**config.mk**
```make
export PLATFORM = sky130hd
export DESIGN_NAME = tiff_strip_sample_packer
export DESIGN_NICKNAME = d
export VERILOG_FILES = /design/src/sv/tsp_pkg.sv /design/src/sv/tsp_queue.sv /design/src/sv/tsp_front.sv /design/src/sv/tsp_back.sv /design/src/sv/tiff_strip_sample_packer.sv
export SDC_FILE = /design/constraint.sdc
export NUM_CORES = 1
export LEC_CHECK = 0
export BUFFER_PORTS_ARGS = -buffer_cell sky130_fd_sc_hd__buf_2
export CAP_MARGIN = 20
export CORE_MARGIN = 4
export CORE_UTILIZATION = 40
export DETAILED_ROUTE_END_ITERATION = 10
export PLACE_DENSITY = 0.64
export SETUP_SLACK_MARGIN = 0.4
export SLEW_MARGIN = 30
export SYNTH_ARGS = -nofsm -noshare
export SYNTH_HDL_FRONTEND = slang
export SYNTH_SLANG_ARGS = --single-unit
export TNS_END_PERCENT = 30
```
**constraint.sdc**
```tcl
create_clock -name clk -period 8.1 [get_ports clk]
set_clock_uncertainty 0.2 [all_clocks]
set_input_delay 1.62 -clock clk [delete_from_list [all_inputs] [get_ports clk]]
set_output_delay 1.62 -clock clk [all_outputs]
set_load 0.02 [all_outputs]
```
**src/sv/tsp_pkg.sv**
```systemverilog
package tsp_pkg;

  localparam int CFG_IDX_BITS = 3;

  localparam logic [CFG_IDX_BITS-1:0] REG_BPS_CODE   = 3'd0;
  localparam logic [CFG_IDX_BITS-1:0] REG_SPP        = 3'd1;
  localparam logic [CFG_IDX_BITS-1:0] REG_WIDTH      = 3'd2;
  localparam logic [CFG_IDX_BITS-1:0] REG_HEIGHT     = 3'd3;
  localparam logic [CFG_IDX_BITS-1:0] REG_RPS        = 3'd4;
  localparam logic [CFG_IDX_BITS-1:0] REG_LITTLE_END = 3'd5;
  localparam logic [CFG_IDX_BITS-1:0] REG_START_ODD  = 3'd6;

  localparam logic [2:0] BPS_1  = 3'd0;
  localparam logic [2:0] BPS_2  = 3'd1;
  localparam logic [2:0] BPS_4  = 3'd2;
  localparam logic [2:0] BPS_8  = 3'd3;
  localparam logic [2:0] BPS_16 = 3'd4;

  localparam int MAX_BYTES = 3;
  localparam int QDEPTH    = 4;
  localparam int QPTR_BITS = 2;

  typedef struct packed {
    logic [1:0]                cnt;
    logic [MAX_BYTES-1:0][7:0] bytes;
    logic                      pad;
    logic                      done;
  } group_t;

  typedef struct packed {
    logic   valid;
    group_t grp;
  } q_head_t;

endpackage

```
**src/sv/tsp_queue.sv**
```systemverilog
module tsp_queue (
  input  logic            clk,
  input  logic            rst_n,
  input  logic            push,
  input  tsp_pkg::group_t push_grp,
  output logic            full,
  input  logic            pop,
  output tsp_pkg::q_head_t head
);
  import tsp_pkg::*;

  group_t                mem_r [QDEPTH];
  logic [QPTR_BITS-1:0]  wr_ptr_r, wr_ptr_nxt;
  logic [QPTR_BITS-1:0]  rd_ptr_r, rd_ptr_nxt;
  logic [QPTR_BITS:0]    count_r, count_nxt;
  logic                  do_push, do_pop;

  assign full    = (count_r == (QPTR_BITS+1)'(QDEPTH));
  assign do_push = push & ~full;
  assign do_pop  = pop & (count_r != '0);

  assign head.valid = (count_r != '0);
  assign head.grp   = mem_r[rd_ptr_r];

  always_comb begin
    wr_ptr_nxt = do_push ? wr_ptr_r + 1'b1 : wr_ptr_r;
    rd_ptr_nxt = do_pop ? rd_ptr_r + 1'b1 : rd_ptr_r;
    count_nxt  = count_r;
    if (do_push && !do_pop) begin
      count_nxt = count_r + 1'b1;
    end else if (!do_push && do_pop) begin
      count_nxt = count_r - 1'b1;
    end
  end

  always_ff @(posedge clk) begin
    if (!rst_n) begin
      wr_ptr_r <= '0;
      rd_ptr_r <= '0;
      count_r  <= '0;
    end else begin
      wr_ptr_r <= wr_ptr_nxt;
      rd_ptr_r <= rd_ptr_nxt;
      count_r  <= count_nxt;
    end
  end

  always_ff @(posedge clk) begin
    if (do_push) begin
      mem_r[wr_ptr_r] <= push_grp;
    end
  end

endmodule

```
**src/sv/tsp_front.sv**
```systemverilog
module tsp_front #(
  parameter int DIM_BITS = 16
) (
  input  logic                              clk,
  input  logic                              rst_n,
  input  logic                              cfg_we,
  input  logic [tsp_pkg::CFG_IDX_BITS-1:0]  cfg_index,
  input  logic [DIM_BITS-1:0]               cfg_wdata,
  input  logic                              in_tvalid,
  output logic                              in_tready,
  input  logic [7:0]                        in_tdata,
  input  logic                              q_full,
  output logic                              push,
  output tsp_pkg::group_t                   push_grp
);
  import tsp_pkg::*;

  logic [2:0]          bps_r, spp_r;
  logic [DIM_BITS-1:0] width_r, height_r, rps_r;
  logic                le_r;

  logic [7:0]          acc_r, acc_nxt;
  logic [2:0]          bf_r, bf_nxt;
  logic [7:0]          high_r;
  logic                phase_r, phase_nxt;
  logic [DIM_BITS-1:0] col_r, col_nxt;
  logic [1:0]          sip_r, sip_nxt;
  logic [DIM_BITS-1:0] ris_r, ris_nxt;
  logic [DIM_BITS-1:0] rows_r, rows_nxt;
  logic                parity_r, parity_nxt;
  logic                done_r, done_nxt;

  logic                go, packed_mode, is16, phase, complete, pad;
  logic [3:0]          pbits, sh;
  logic [2:0]          spp_eff;
  logic [DIM_BITS-1:0] w_eff, h_eff, rps_eff, rows_inc;
  logic [DIM_BITS:0]   col_inc, ris_inc;
  logic                sip_last, col_last, row_end;
  logic                flush1, flush2;
  logic [7:0]          acc0, acc1, top8, d0, d1;
  logic [2:0]          bf0;
  logic [3:0]          nb;
  logic [1:0]          dn, n;

  assign in_tready = ~q_full;
  assign go        = in_tvalid & in_tready & ~done_r;

  always_comb begin
    packed_mode = (bps_r <= BPS_4);
    is16        = (bps_r == BPS_16);
    phase       = is16 & phase_r;
    case (bps_r)
      BPS_1:   pbits = 4'd1;
      BPS_2:   pbits = 4'd2;
      BPS_4:   pbits = 4'd4;
      default: pbits = 4'd0;
    endcase
    if (packed_mode || spp_r == 3'd0) begin
      spp_eff = 3'd1;
    end else if (spp_r > 3'd4) begin
      spp_eff = 3'd4;
    end else begin
      spp_eff = spp_r;
    end
    w_eff   = width_r  | {{(DIM_BITS-1){1'b0}}, (width_r == '0)};
    h_eff   = height_r | {{(DIM_BITS-1){1'b0}}, (height_r == '0)};
    rps_eff = rps_r    | {{(DIM_BITS-1){1'b0}}, (rps_r == '0)};

    pad      = parity_r & (ris_r == '0) & (col_r == '0) & (sip_r == '0) & ~phase;
    complete = ~(is16 & ~phase);

    sip_last = (({1'b0, sip_r} + 3'd1) >= spp_eff);
    col_inc  = {1'b0, col_r} + 1'b1;
    col_last = (col_inc >= {1'b0, w_eff});
    row_end  = complete & sip_last & col_last;
    ris_inc  = {1'b0, ris_r} + 1'b1;
    rows_inc = rows_r + 1'b1;

    flush1 = (({1'b0, bf_r} + pbits) > 4'd8);
    acc0   = flush1 ? 8'd0 : acc_r;
    bf0    = flush1 ? 3'd0 : bf_r;
    case (bps_r)
      BPS_1:   top8 = {7'd0, in_tdata[7]};
      BPS_2:   top8 = {6'd0, in_tdata[7:6]};
      default: top8 = {4'd0, in_tdata[7:4]};
    endcase
    sh     = 4'd8 - {1'b0, bf0} - pbits;
    acc1   = acc0 | (top8 << sh[2:0]);
    nb     = {1'b0, bf0} + pbits;
    flush2 = (nb >= 4'd8) | row_end;

    d0 = in_tdata;
    d1 = in_tdata;
    dn = 2'd0;
    if (complete) begin
      if (packed_mode) begin
        if (flush1) begin
          d0 = acc_r;
          d1 = acc1;
          dn = flush2 ? 2'd2 : 2'd1;
        end else begin
          d0 = acc1;
          dn = flush2 ? 2'd1 : 2'd0;
        end
      end else if (is16) begin
        d0 = le_r ? in_tdata : high_r;
        d1 = le_r ? high_r : in_tdata;
        dn = 2'd2;
      end else begin
        dn = 2'd1;
      end
    end
    n = dn + {1'b0, pad};

    acc_nxt    = acc_r;
    bf_nxt     = bf_r;
    phase_nxt  = phase_r;
    col_nxt    = col_r;
    sip_nxt    = sip_r;
    ris_nxt    = ris_r;
    rows_nxt   = rows_r;
    done_nxt   = done_r;
    parity_nxt = parity_r;
    if (go) begin
      phase_nxt  = is16 & ~phase;
      parity_nxt = parity_r ^ n[0];
      if (complete) begin
        if (sip_last) begin
          sip_nxt = 2'd0;
          col_nxt = col_last ? '0 : col_inc[DIM_BITS-1:0];
        end else begin
          sip_nxt = sip_r + 1'b1;
        end
        if (packed_mode) begin
          acc_nxt = flush2 ? 8'd0 : acc1;
          bf_nxt  = flush2 ? 3'd0 : nb[2:0];
        end
        if (row_end) begin
          rows_nxt = rows_inc;
          ris_nxt  = (ris_inc >= {1'b0, rps_eff}) ? '0 : ris_inc[DIM_BITS-1:0];
          if (rows_inc >= h_eff) begin
            done_nxt = 1'b1;
          end
        end
      end
    end
    if (cfg_we && cfg_index == REG_START_ODD) begin
      parity_nxt = cfg_wdata[0];
    end
  end

  assign push          = go & (n != 2'd0);
  assign push_grp.cnt  = n;
  assign push_grp.pad  = pad;
  assign push_grp.done = done_nxt;
  assign push_grp.bytes[0] = pad ? 8'd0 : d0;
  assign push_grp.bytes[1] = pad ? d0 : d1;
  assign push_grp.bytes[2] = d1;

  always_ff @(posedge clk) begin
    if (!rst_n) begin
      bps_r    <= BPS_8;
      spp_r    <= 3'd1;
      width_r  <= DIM_BITS'(1);
      height_r <= DIM_BITS'(1);
      rps_r    <= DIM_BITS'(1);
      le_r     <= 1'b0;
      acc_r    <= '0;
      bf_r     <= '0;
      high_r   <= '0;
      phase_r  <= 1'b0;
      col_r    <= '0;
      sip_r    <= '0;
      ris_r    <= '0;
      rows_r   <= '0;
      parity_r <= 1'b0;
      done_r   <= 1'b0;
    end else begin
      acc_r    <= acc_nxt;
      bf_r     <= bf_nxt;
      phase_r  <= phase_nxt;
      col_r    <= col_nxt;
      sip_r    <= sip_nxt;
      ris_r    <= ris_nxt;
      rows_r   <= rows_nxt;
      done_r   <= done_nxt;
      parity_r <= parity_nxt;
      if (go && is16 && !phase) begin
        high_r <= in_tdata;
      end
      if (cfg_we) begin
        unique case (cfg_index)
          REG_BPS_CODE:   bps_r    <= cfg_wdata[2:0];
          REG_SPP:        spp_r    <= cfg_wdata[2:0];
          REG_WIDTH:      width_r  <= cfg_wdata;
          REG_HEIGHT:     height_r <= cfg_wdata;
          REG_RPS:        rps_r    <= cfg_wdata;
          REG_LITTLE_END: le_r     <= cfg_wdata[0];
          default: begin
          end
        endcase
      end
    end
  end

endmodule

```
**src/sv/tsp_back.sv**
```systemverilog
module tsp_back (
  input  logic             clk,
  input  logic             rst_n,
  input  tsp_pkg::q_head_t head,
  output logic             pop,
  output logic             out_tvalid,
  input  logic             out_tready,
  output logic [7:0]       out_tdata,
  output logic             out_tlast,
  output logic [1:0]       out_tuser
);
  import tsp_pkg::*;

  logic [1:0] idx_r, idx_nxt;
  logic       last, take;

  assign out_tvalid = head.valid;
  assign last       = (idx_r == head.grp.cnt - 2'd1);
  assign take       = out_tvalid & out_tready;
  assign pop        = take & last;

  always_comb begin
    case (idx_r)
      2'd0:    out_tdata = head.grp.bytes[0];
      2'd1:    out_tdata = head.grp.bytes[1];
      default: out_tdata = head.grp.bytes[2];
    endcase
    idx_nxt = idx_r;
    if (take) begin
      idx_nxt = last ? 2'd0 : idx_r + 2'd1;
    end
  end

  assign out_tlast    = last;
  assign out_tuser[0] = head.grp.pad & (idx_r == 2'd0);
  assign out_tuser[1] = head.grp.done & last;

  always_ff @(posedge clk) begin
    if (!rst_n) begin
      idx_r <= 2'd0;
    end else begin
      idx_r <= idx_nxt;
    end
  end

endmodule

```
**src/sv/tiff_strip_sample_packer.sv**
```systemverilog
// Channel   Direction  tdata        tuser                    tlast
// in_       slave      sample_byte  -                        -
// out_      master     out_byte     is_pad, image_done       last_of_run
// cfg_      write      data         -                        -
//
// An item is classified and its up to three result bytes are formed combinationally when it is taken.
// A new item is taken every cycle while the four-entry group queue has room.
// The output port drains one byte per cycle while out_tready is high, so the sustained rate equals the bytes made.
// Items that make two or three bytes hold back the input once the queue fills.
// Synchronous active-low reset; no clearing pass is needed.
module tiff_strip_sample_packer #(
  parameter int DIM_BITS = 16
) (
  input  logic                              clk,
  input  logic                              rst_n,
  input  logic                              cfg_we,
  input  logic [tsp_pkg::CFG_IDX_BITS-1:0]  cfg_index,
  input  logic [DIM_BITS-1:0]               cfg_wdata,
  input  logic                              in_tvalid,
  output logic                              in_tready,
  input  logic [7:0]                        in_tdata,   // [7:0] sample_byte
  output logic                              out_tvalid,
  input  logic                              out_tready,
  output logic [7:0]                        out_tdata,  // [7:0] out_byte
  output logic                              out_tlast,
  output logic [1:0]                        out_tuser   // [0] is_pad, [1] image_done
);
  import tsp_pkg::*;

  logic    q_full, push, pop;
  group_t  push_grp;
  q_head_t head;

  tsp_front #(
    .DIM_BITS(DIM_BITS)
  ) u_front (
    .clk       (clk),
    .rst_n     (rst_n),
    .cfg_we    (cfg_we),
    .cfg_index (cfg_index),
    .cfg_wdata (cfg_wdata),
    .in_tvalid (in_tvalid),
    .in_tready (in_tready),
    .in_tdata  (in_tdata),
    .q_full    (q_full),
    .push      (push),
    .push_grp  (push_grp)
  );

  tsp_queue u_queue (
    .clk      (clk),
    .rst_n    (rst_n),
    .push     (push),
    .push_grp (push_grp),
    .full     (q_full),
    .pop      (pop),
    .head     (head)
  );

  tsp_back u_back (
    .clk        (clk),
    .rst_n      (rst_n),
    .head       (head),
    .pop        (pop),
    .out_tvalid (out_tvalid),
    .out_tready (out_tready),
    .out_tdata  (out_tdata),
    .out_tlast  (out_tlast),
    .out_tuser  (out_tuser)
  );

endmodule

```
==> metrics, run 1 <==
result of the run finished clean; clock-pin slew of the registers on the worst-case setup and hold paths 0.06 ns; instance count of the mapped netlist 1297; final HPWL from detailed placement 20.92 mm; non-filler instance count after layout 1786; final number of max-transition violations 0; hold path startpoint u_front.acc_r[3]; arrival time worst endpoint 6.40 ns; synthesis-stage register bit count 250; fraction of the yosys area taken by sequential cells 46.18%; pin count of the biggest net entering global routing 85; DIE AREA 36140 sq um; sequential standard cell area 6127 sq um; critical path class reg2reg; clock tree root buffer cell clkbuf_16; path category of the worst min-delay check reg2reg; number of CTS-inserted buffers 29; Avg WL per Cell 17.10 um; Total GRT Usage 16.67%; site row count 66; Main synth FF type dfxtp_1; pre-CTS setup slack 2.018 ns; first-pass GRT wire length 49.72 mm; clock insertion delay at the later pin of the skew report 0.56 ns; setup repair after global routing missed its margin no; data required time of the worst path 8.38 ns; CTS Hold Buffers Added 0; most common cell after layout, fill and taps aside nand2_1; largest voltage drop on the vdd net 0.0002146 V; Final Hold Viols 0; net switching share of the total power 30.97%; switching power 0.001200 W; worst slew margin relative to its limit 36.68%; final-layout worst hold slack 0.2734 ns; Antenna Nets Post-Route 0; kind of capture point of the worst setup path flip-flop; length of routed met2 wiring 14.22 mm; power per unit of standard cell area 261.1 nW/um^2; number of clock sinks seen by CTS 250; Core Area 32620 sq um; buffer depth of the longest clock path 3; iteration count of the initial detailed-routing pass 5; final setup fails 0; Remaining DRCs 0; Final Power 0.003876 W; Nets 1429; Filler Cells Inserted 3091; Final Cycle Share 75.53%; placed cell count 1732; Synth top area share 25.35%; number of vias after detailed routing 9617; post-detailed-routing wire length 30.54 mm; # H-tree levels 1; n_diodes 0; max-cap viol count 0; Peak Freq 0.1635 GHz; Worst Setup Start Kind flip-flop; commonest cells after routing, fill and taps aside 182 x nand2_1, 137 x dfxtp_1, 112 x edfxtp_1; number of DRC violations after detailed-routing iteration 0 659; net count after synthesis 1405; Cells on Worst Hold Path 1; number of warnings issued by yosys 0; buffers added on ports 44; number of cells on the worst reg-to-reg path 23; largest driver fanout on the critical path 8; top post-synthesis cells by area edfxtp_1 25%, dfxtp_1 21%, ha_1 7.1%; TritonCTS clock tree yes; vias in the first global route 9403; count of flip-flops with a built-in enable after synthesis 112; buffers inserted during post-CTS setup optimization 0; post-layout worst setup margin 1.982 ns; internal power consumption 0.002675 W; Synth-to-Final Area Change 11.90%; library cells used by synthesis 83; number of cells upsized or downsized after cts 0; mean number of vias per cell 5.385; proportion of register bits with asynchronous set or reset after synthesis 0%; combined area of all synthesized cells 13270 sq um; share of total power in sequential cells 40.3%; part of the total power dissipated in combinational logic 25.6%; TNS Setup 0 ns; top metal layer carrying routed signals met4; actual slew at the worst max-slew pin 0.9454 ns; effective utilization at floorplan 40.67%; number of ports placed on the die boundary 45; largest area contributor in the synthesized netlist edfxtp_1; minimum period implied by the final worst setup slack 6.118 ns; sum of routed wire segments on met1 14.54 mm; die height 190.1 um; startpoint of the worst-slack reg-to-reg timing path u_front.col_r[0]; overflow left after global routing 0; area taken by multi-input logic gates 6551 sq um; Critical R2R Capture u_queue.count_r[2]; internal reg-to-reg setup slack 1.98 ns; chip width 190.1 um; share of final-layout standard cells stronger than drive strength 1 11.53%; weighted congestion at the end of routability-driven global placement 0.8432; clock network power share 34.1%; antenna violations before repair 0; mean area per synthesized cell 10.23 sq um; leakage power figure 5.488 nW; Met3 Routed Length 1.130 mm; endpoint of the worst hold-timing path u_front.acc_r[3]
## worst max-delay path by stage
stage | start | endpoint | slack (ns) | cells past startpoint
after global placement | u_front.col_r[0] | u_queue.count_r[2] | 2.26 | 23
after CTS | u_front.col_r[0] | u_queue.count_r[2] | 2.01 | 23
after detailed placement | u_front.bps_r[2] | u_queue.count_r[2] | 2.02 | 26
after floorplan | u_front.bps_r[2] | u_queue.count_r[2] | 2.43 | 28
final | u_front.col_r[0] | u_queue.count_r[2] | 1.98 | 23
after global routing | u_front.col_r[0] | u_queue.count_r[2] | 1.52 | 23
## area by class of cell
class	instances	share of cell area, %
clock buffer	41	5.664
clock inverter	13	0.9440
tap	442	3.726
multi-input combinational	899	44.13
sequential	250	41.28
timing repair buffer	56	2.107
inverter	85	2.149
## per-layer routing
layer	global-route usage [%]	up-vias
li1	-	4719
met4	4.229	0
met1	23.11	4661
met5	0	-
met3	2.275	48
met2	27.71	189
## kinds of logic (layout without fill, tap and decap cells)
logic type	count (synthesis)	in the layout	synth area share (%)
AOI/OAI and AO/OA	269	269	14.64
xor gates and xnor gates	57	57	3.820
adders and majority gates	76	76	7.225
buffers and inverters	148	195	4.527
DFF	250	250	46.18
muxes	58	58	7.027
and+or+nand+nor	439	439	16.58
## per-stage QoR
stage / utilization (%) / instance area, sq um
2_1_floorplan: - / 13270
3_3_place_gp: 42.48 / 13860
3_5_place_dp: 42.50 / 13860
4_1_cts: 45.51 / 14840
5_1_grt: 45.51 / 14840
6_report: 45.51 / 14840
## worst max-delay path, stage by stage (launching register included)
cell and delay, ns:
dfxtp_1 0.41, ha_1 0.26, nand3_2 0.15, nor3_1 0.48, nand3_1 0.25, xnor2_1 0.18
ha_1 0.30, nand4_1 0.12, nor2_1 0.19, o221ai_1 0.13, a21boi_1 0.57, o211ai_2 0.19
nand3_1 0.16, ha_1 0.23, o21a_1 0.20, ha_1 0.18, xnor2_1 0.31, o21ba_2 0.26
ha_1 0.20, inv_1 0.06, fa_1 0.37, xor2_1 0.17, or3_1 0.30, a21boi_0 0.15
## state kept, by name (all words and copies together) (netlist names), 8 cells and up, named ones only
signal,flops
u_front.acc_r,8
u_front.col_r,16
u_front.height_r,16
u_front.high_r,8
u_front.ris_r,16
u_front.rows_r,16
u_front.rps_r,16
u_front.width_r,16
u_queue.mem_r,112
## cells in the mapped netlist, types with 4 or more instances
cell,number
a21boi_0,67
o21ai_0,40
a221oi_1,4
and2_1,20
a21oi_1,27
mux4_2,28
buf_2,8
mux2i_1,29
nor3_1,15
a21o_1,12
a22oi_1,14
a31oi_1,8
nand3_1,37
nor3b_1,10
nand2b_1,22
ha_1,75
a22o_1,30
nor2_1,46
or3_1,9
a211oi_1,7
clkbuf_1,45
nand2_1,182
xnor2_1,35
dfxtp_1,138
o31ai_1,4
nor2b_1,22
and3_1,18
inv_1,85
edfxtp_1,112
nand4_1,14
xor2_1,21
o221ai_1,4
o21a_1,10
nor4_1,16
o211ai_1,13
## power groups by stage
stage	sequential, W	clock, W	combinational (W)
final	0.00156	0.00132	0.000993
after global routing	0.00158	0.00140	0.00110
after CTS	0.00156	0.00135	0.00101
after detailed placement	0.00159	0	0.00101
after global placement	0.00158	0	0.000989
after floorplan	0.00157	0	0.000719
No activity file was read; power rests on OpenSTA's default activity.
==> inputs of run 2 (changes only) <==
--- a/config.mk
+++ b/config.mk
@@ -10,7 +10,7 @@
 export CORE_MARGIN = 4
 export CORE_UTILIZATION = 40
 export DETAILED_ROUTE_END_ITERATION = 10
-export PLACE_DENSITY = 0.64
+export PLACE_DENSITY = 0.67
 export SETUP_SLACK_MARGIN = 0.4
 export SLEW_MARGIN = 30
 export SYNTH_ARGS = -nofsm -noshare
==> constraint.sdc (replaced) <==
create_clock -name clk -period 5.3 [get_ports clk]
set_clock_uncertainty 0.2 [all_clocks]
set_input_delay 1.06 -clock clk [delete_from_list [all_inputs] [get_ports clk]]
set_output_delay 1.06 -clock clk [all_outputs]
set_load 0.02 [all_outputs]
==> metrics, run 2 (synthesis results as in run 1) <==
kind of capture point of the worst setup path flip-flop; path category of the worst min-delay check reg2reg; chip width 190.1 um; Nets 1463; number of ports placed on the die boundary 45; arrival time worst endpoint 5.21 ns; final HPWL from detailed placement 21.30 mm; internal power consumption 0.004065 W; overflow left after global routing 0; n_diodes 0; cell family contributing the most delay on the critical path simple AND/OR/NAND/NOR gates; data required time of the worst path 5.56 ns; TritonCTS clock tree yes; Final Cycle Share 93.33%; # H-tree levels 1; Total GRT Usage 16.96%; Peak Freq 0.2022 GHz; net switching share of the total power 31.16%; largest driver fanout on the critical path 5; length of routed met2 wiring 14.82 mm; Synth-to-Final Area Change 15.70%; share of final-layout standard cells stronger than drive strength 1 16.57%; die height 190.1 um; Avg WL per Cell 17.10 um; effective utilization at floorplan 40.67%; actual slew at the worst max-slew pin 0.9439 ns; sum of routed wire segments on met1 14.13 mm; setup repair after global routing missed its margin yes; number of CTS-inserted buffers 27; top metal layer carrying routed signals met4; Met3 Routed Length 1.502 mm; commonest cells after routing, fill and taps aside 182 x nand2_1, 127 x dfxtp_1, 112 x edfxtp_1; number of DRC violations after detailed-routing iteration 0 742; largest voltage drop on the vdd net 0.0003570 V; iteration count of the initial detailed-routing pass 5; Worst Setup Start Kind flip-flop; clock-pin slew of the registers on the worst-case setup and hold paths 0.06 ns; max-cap viol count 0; buffers added on ports 44; leakage power figure 5.663 nW; clock insertion delay at the later pin of the skew report 0.54 ns; first-pass GRT wire length 50.77 mm; non-filler instance count after layout 1818; final core area utilization 47.05%; pin count of the biggest net entering global routing 74; CTS Hold Buffers Added 0; number of vias after detailed routing 9805; part of the total power dissipated in combinational logic 28.4%; mean number of vias per cell 5.393; final setup fails 0; final-layout worst hold slack 0.2740 ns; critical path class reg2reg; CP bufs+invs 2; number of clock sinks seen by CTS 250; share of total power in sequential cells 40.4%; antenna violations before repair 0; Top reg by flops u_queue.mem_r; most common cell after layout, fill and taps aside nand2_1; placed cell count 1745; CP most frequent cell ha_4; weighted congestion at the end of routability-driven global placement 0.8670; Remaining DRCs 0; post-detailed-routing wire length 31.09 mm; Final Hold Viols 0; clock tree root buffer cell clkbuf_16; Antenna Nets Post-Route 0; vias in the first global route 9726; site row count 66; power per unit of standard cell area 384.7 nW/um^2; minimum period implied by the final worst setup slack 4.946 ns; clock network power share 31.2%; Core Area 32620 sq um; switching power 0.001840 W; worst-path cell with the longest stage delay dfxtp_4; Largest register FFs 112; result of the run finished clean; DIE AREA 36140 sq um; TNS Setup 0 ns; buffer depth of the longest clock path 3; Final Power 0.005904 W; worst stage delay on the critical path 0.37 ns; final number of max-transition violations 0; worst slew margin relative to its limit 36.59%
[run 2: final cells by class]
cell class              count  area [sq um]
fillers                  3023         17270
multi-input cells         899          6814
flip-flops and latches    250          6150
clock buffers              34         721.9
repair buffers             92         645.6
well taps                 442         553.0
inverters                  85         319.1
clock inverters            16         143.9
[run 2: power groups by stage]
stage / clock network, W / registers, W / logic, W
4_1_cts: 0.00189 / 0.00239 / 0.00165
3_5_place_dp: 0 / 0.00243 / 0.00160
3_3_place_gp: 0 / 0.00241 / 0.00157
5_1_grt: 0.00196 / 0.00241 / 0.00183
2_1_floorplan: 0 / 0.00240 / 0.00113
6_report: 0.00184 / 0.00239 / 0.00168
[run 2: metal layers]
| layer | global-route usage [%] | vias to the layer above |
|---|---|---|
| li1 | - | 4801 |
| met1 | 23.64 | 4714 |
| met2 | 28.40 | 246 |
| met3 | 2.165 | 44 |
| met4 | 3.840 | 0 |
| met5 | 0 | - |
[run 2: timing repair]
item / 4_1_cts / 5_1_grt
gates resized for setup: 11 / 28
buffers inserted: 11 / 12
pin swaps: 14 / 21
endpoints found under the setup margin: 118 / 146
[run 2: metrics by stage]
stage | worst slack (ns) | cell area, sq um
2_1_floorplan | 0.2511 | 13420
3_3_place_gp | 0.08001 | 14120
3_5_place_dp | -0.1115 | 14120
4_1_cts | 0.2826 | 15140
5_1_grt | 0.1774 | 15350
6_report | 0.3536 | 15350
[run 2: path summary, 6_finish.rpt]
path / cells past startpoint / endpoint / start / slack, ns
min: 2 / u_front.width_r[0] / u_front.width_r[0] / 0.27
max: 25 / u_queue.count_r[2] / u_front.bps_r[1] / 0.35
max reg2reg: 25 / u_queue.count_r[2] / u_front.bps_r[1] / 0.35
min reg2reg: 2 / u_front.width_r[0] / u_front.width_r[0] / 0.27
[run 2: worst reg2reg max path, delay by kind of cell (launching register included)]
| family | cells | cell delay (ns) |
|---|---|---|
| compound gates | 7 | 1.09 |
| fa+ha+maj | 7 | 1.36 |
| simple gates | 7 | 1.44 |
| xor+xnor | 2 | 0.30 |
| buf+inv | 2 | 0.10 |
| flops | 1 | 0.37 |
